[src/rtl/nmcf_pkg.sv]
// ----------------------------------------------------------------------------
// nmcf_pkg
// Shared types and constants of the normal map cavity filter.
// ----------------------------------------------------------------------------
package nmcf_pkg;

  localparam int unsigned MaxWidth  = 1024;
  localparam int unsigned MaxHeight = 4096;
  localparam int unsigned ColW      = $clog2(MaxWidth);   // 10
  localparam int unsigned RowW      = $clog2(MaxHeight);  // 12
  localparam int unsigned WCfgW     = 11;
  localparam int unsigned HCfgW     = 13;
  localparam int unsigned CfgDataW  = 13;
  localparam int unsigned CfgIdxW   = 2;
  localparam int unsigned QuotW     = 9;

  // register indexes
  localparam logic [CfgIdxW-1:0] RegWidth  = 2'd0;
  localparam logic [CfgIdxW-1:0] RegHeight = 2'd1;

  typedef struct packed {
    logic       action;
    logic [7:0] normal_x;
    logic [7:0] normal_y;
  } in_t;

  typedef struct packed {
    logic [7:0]      cavity;
    logic            has_value;
    logic [ColW-1:0] column;
    logic [RowW-1:0] row;
    logic            end_of_image;
  } out_t;

  // controller to datapath
  typedef struct packed {
    logic rd;        // latch item, read line stores
    logic shift;     // write line stores, shift window, step counters
    logic sum1;      // gather neighbor terms
    logic sum2;      // diagonal product
    logic sum3;      // numerator, divider setup
    logic div_step;  // one quotient bit
    logic load_out;  // move result to output register
  } cmd_t;

  // datapath to controller
  typedef struct packed {
    logic skip;      // early flush: ignored
    logic emit;      // this item produces a result
    logic out_busy;  // output register still held
  } sts_t;

endpackage

[src/rtl/nmcf_ctrl.sv]
// ----------------------------------------------------------------------------
// nmcf_ctrl
// Sequencer: steps one item through read and shift phases, then sum and divide phases when it emits a result.
// ----------------------------------------------------------------------------
module nmcf_ctrl (
  input  logic           clk_i,
  input  logic           rst_ni,
  input  logic           in_valid_i,
  output logic           in_ready_o,
  input  nmcf_pkg::sts_t sts_i,
  output nmcf_pkg::cmd_t cmd_o
);
  import nmcf_pkg::*;

  typedef enum logic [2:0] {
    ST_IDLE, ST_READ, ST_SHIFT, ST_SUM1, ST_SUM2, ST_SUM3, ST_DIV, ST_DONE
  } state_e;

  state_e             state_q, state_d;
  logic [3:0]         cnt_q, cnt_d;

  // next state
  always_comb begin
    state_d = state_q;
    cnt_d   = cnt_q;
    unique case (state_q)
      ST_IDLE:  if (in_valid_i && !sts_i.skip) state_d = ST_READ;
      ST_READ:  state_d = ST_SHIFT;
      ST_SHIFT: state_d = sts_i.emit ? ST_SUM1 : ST_IDLE;
      ST_SUM1:  state_d = ST_SUM2;
      ST_SUM2:  state_d = ST_SUM3;
      ST_SUM3: begin
        state_d = ST_DIV;
        cnt_d   = 4'(QuotW - 1);
      end
      ST_DIV: begin
        if (cnt_q == 4'd0) state_d = ST_DONE;
        else cnt_d = cnt_q - 4'd1;
      end
      ST_DONE:  if (!sts_i.out_busy) state_d = ST_IDLE;
      default:  state_d = ST_IDLE;
    endcase
  end

  always_ff @(posedge clk_i or negedge rst_ni) begin
    if (!rst_ni) begin
      state_q <= ST_IDLE;
      cnt_q   <= '0;
    end else begin
      state_q <= state_d;
      cnt_q   <= cnt_d;
    end
  end

  // commands
  assign in_ready_o      = (state_q == ST_IDLE);
  assign cmd_o.rd        = (state_q == ST_IDLE) && in_valid_i;
  assign cmd_o.shift     = (state_q == ST_SHIFT);
  assign cmd_o.sum1      = (state_q == ST_SUM1);
  assign cmd_o.sum2      = (state_q == ST_SUM2);
  assign cmd_o.sum3      = (state_q == ST_SUM3);
  assign cmd_o.div_step  = (state_q == ST_DIV);
  assign cmd_o.load_out  = (state_q == ST_DONE) && !sts_i.out_busy;

endmodule

[config.mk]
export PLATFORM = sky130hd
export DESIGN_NAME = nmcf_ctrl
export DESIGN_NICKNAME = d
export VERILOG_FILES = /design/src/rtl/nmcf_pkg.sv /design/src/rtl/nmcf_ctrl.sv
export SDC_FILE = /design/constraint.sdc
export NUM_CORES = 1
export LEC_CHECK = 0
export BUFFER_PORTS_ARGS = -buffer_cell sky130_fd_sc_hd__buf_2
export CORE_AREA = 2 2 39 41
export CTS_CLUSTER_DIAMETER = 100
export DETAILED_ROUTE_END_ITERATION = 10
export DIE_AREA = 0 0 41 43
export PLACE_DENSITY_LB_ADDON = 0.3
export SLEW_MARGIN = 20
export SYNTH_ARGS = -nofsm -noshare
export SYNTH_HDL_FRONTEND = slang
export SYNTH_SLANG_ARGS = --single-unit
[constraint.sdc]
create_clock -name clk_i -period 2.85 [get_ports clk_i]
set_input_delay 0.57 -clock clk_i [delete_from_list [all_inputs] [get_ports clk_i]]
set_output_delay 0.57 -clock clk_i [all_outputs]
set_load 0.03 [all_outputs]
==> flow_summary.toml <==
[synth]
ys_warn_count = 0
synth_enable_flop_cells = 0
post_synthesis_xor_xnor_area_fraction = 0
synth-simple-area-share = 0.2599
postSynthCellCount = 50
synth_most_common_cell = "dfrtp_1"
ys_top_cells_by_count = "dfrtp_1, inv_1, a21oi_1, nor2_1, nor3b_1"
yosysTopAreaCellShare = 0.3714
synth_cell_types = 22
netlist_top_cells_area = "dfrtp_1, nor3b_1, ha_1, buf_6, inv_1"
post_synth_fa_ha_maj_area_fraction = 0.05305
yosys.area.top_type = "dfrtp_1"
yosysSeqAreaShare = 0.3714
post_synth_mux_area_share = 0.04244
ffs_w_async_s_r_synth = 1.000
ys.flop_type = "dfrtp_1"
synth_area_sq_um = 471.7
combinational_family_with_the_most_area_after_synthesis = "simple AND/OR/NAND/NOR gates"
postSynthAreaPerCell_sq_um = 9.434
postSynthNetCount = 58
synth.ff_latch_count = 7
synth-compound-area-share = 0.1485

[drt]
drt.antenna.violating_nets = 0
wl_per_cell_um = 10.53
drtIter0Drc = 4
drt_drc_violations_left = 0
dr_total_vias = 379
routed_wl_um = 842
avgViaCountPerCell = 4.738
drtPass1Iterations = 2

[finish]
area_growth_pct = 15.92
final_antenna_diode_count = 0
drive_above_1_share = 0.2656
num-nets-final = 73

[clock_network]
cts_root_buf = "clkbuf_4"
post_cts.resized_instances = 0
ctsHoldBuffers = 0
cts.path.max_buffers = 2
clkSlewWorstSetupHoldPaths_ps = 50
cts_sinks = 7
insertion_delay_ps = 240
clock_tree_from_tritoncts = "built"
htreeDepth = 1
clock_buffers_created_by_tritoncts = 3
cts_setup_buffers = 0

[setup_path]
reg_to_reg_end = "cnt_q[3]"
worst-r2r-cell-count = 3
ff_to_ff_setup_slack_ps = 1400
end_kind = "output pin"
crit_path_top_delay_cell = "dfrtp_1"
worstPathCellList = "nand2_1, nor3b_1, buf_2"
worst_r2r_startpoint = "state_q[2]"
worstSetupPathType = "reg -> out"
crit_path_end = "cmd_o[0]"
setup.worst_path.start_class = "register"
cp-startpoint = "state_q[1]"
cp_data_arrival_time_ps = 1400
critPathRequiredTime_ps = 2280
critical_path.max_fanout = 12
worst_path_largest_cell_delay_ps = 550

[sta]
timing.final.crit_period_ps = 1970
rsz0062_at_grt = "no"
final-hold-violation-count = 0
layout_worst_path_cycle_share = 0.6913
setup_viol = 0
final-max-slew-violation-count = 0
max_clock_freq_mhz = 507.5
setup_total_negative_slack_ps = 0
worstMarginPinSlew_ps = 375.0
max-slew-margin-rel = 0.7500
fin_worst_skew_ps = 1.827

[placed_design]
dpl.hpwl_um = 652.6
gpl.final_weighted_congestion = 0.7682
numPortBuffers = 13

[grt]
grt_antenna_before_repair = 0
grt_pass1_wl_um = 1511
grt.total_usage = 0.1285
gr-usage-met3 = 0.07853
globalRoute.totalOverflow = 0
grt.met1_usage = 0.1650
grt-busiest-layer = "met2"
groute.layer.met2.usage = 0.1844
grt_max_degree = 13
via_count_of_the_first_global_routing_pass = 363

[die]
initial_core_util = 0.3409
die_x_um = 41
die-area_sq_um = 1763
std_cell_rows = 14
ios = 14
die_h_um = 43
fp.coreArea_sq_um = 1384

[power]
pwr_density_cell_nw_per_um2 = 1173
power.ir.vdd_worst_mv = 0.3956
p_leak_nw = 0.2742
total_power_uw = 641.2

[min_path]
hp-class = "in -> async"

[status]
run_status = "finished, final reports clean"

[job]
timing.max_cap.violations = 0
cell type report:
type | instances | area [sq um]
fill | 150 | 837.1
tap | 16 | 20.02
multi-input combinational | 34 | 237.7
inverter | 6 | 22.52
timing repair buffer | 13 | 65.06
clock buffer | 4 | 26.28
sequential | 7 | 175.2
registers in the layout (all words and copies together), names as in the netlist:
register and count:
cnt_q 4, state_q 3
how the worst min path moves through the flow:
stage / from / endpoint / slack, ps / cells past startpoint
3_3_place_gp: rst_ni / cnt_q[2] / 410 / 1
3_5_place_dp: rst_ni / cnt_q[2] / 420 / 1
2_1_floorplan: rst_ni / cnt_q[0] / 270 / 0
4_1_cts: rst_ni / cnt_q[2] / 150 / 1
6_report: rst_ni / cnt_q[2] / 150 / 1
5_1_grt: rst_ni / cnt_q[1] / 150 / 1
cells in the final DEF (no fill, tap or decap), drive strengths merged:
cell,Yosys,layout
nor3,1,1
or4,2,2
dfrtp,7,7
nor3b,4,4
o31ai,1,1
ha,2,2
nand2b,1,1
mux2i,2,2
o311ai,1,1
nand3b,2,2
a21oi,4,4
and2,2,2
o221ai,1,1
o21ai,2,2
nor2,4,4
o22ai,1,1
o41ai,1,1
clkbuf,1,4
buf,2,13
inv,6,6
nand2,3,3
metrics by stage:
step                      hold slack, ps  setup WS [ps]  instance area (sq um)  cells    util
after floorplan                    274.4          576.2                  471.7     50       -
after global placement             414.2           1137                  520.5     76  0.3761
after global routing               148.5          689.5                  546.8     80  0.3951
final                              151.7          879.7                  546.8     80  0.3951
after detailed placement           416.4           1116                  520.5     76  0.3761
after CTS                          148.6          855.4                  546.8     80  0.3951
logic make-up (layout without fill, tap and decap cells):
logic type | Yosys count | after routing
simple gates | 19 | 19
compound gates | 11 | 11
flops | 7 | 7
fa+ha+maj | 2 | 2
mux | 2 | 2
buf+inv | 9 | 23
worst max-delay path: cells and delay by family (launching register included):
family / cells / cell delay (ps)
buffers and inverters: 1 / 240
flip-flops: 1 / 550
AND/OR/NAND/NOR: 2 / 370
power breakdown:
group	internal [mW]	switching (mW)
combinational	0.133	0.194
clock	0.0532	0.0326
sequential	0.145	0.0828
total	0.332	0.309
per-layer routing:
layer	wire length (um)	up-vias
met5	0	-
met4	0	0
met1	390	172
met2	416	4
li1	-	203
met3	35	0
Note: power is estimated with default switching activity, not from simulation.
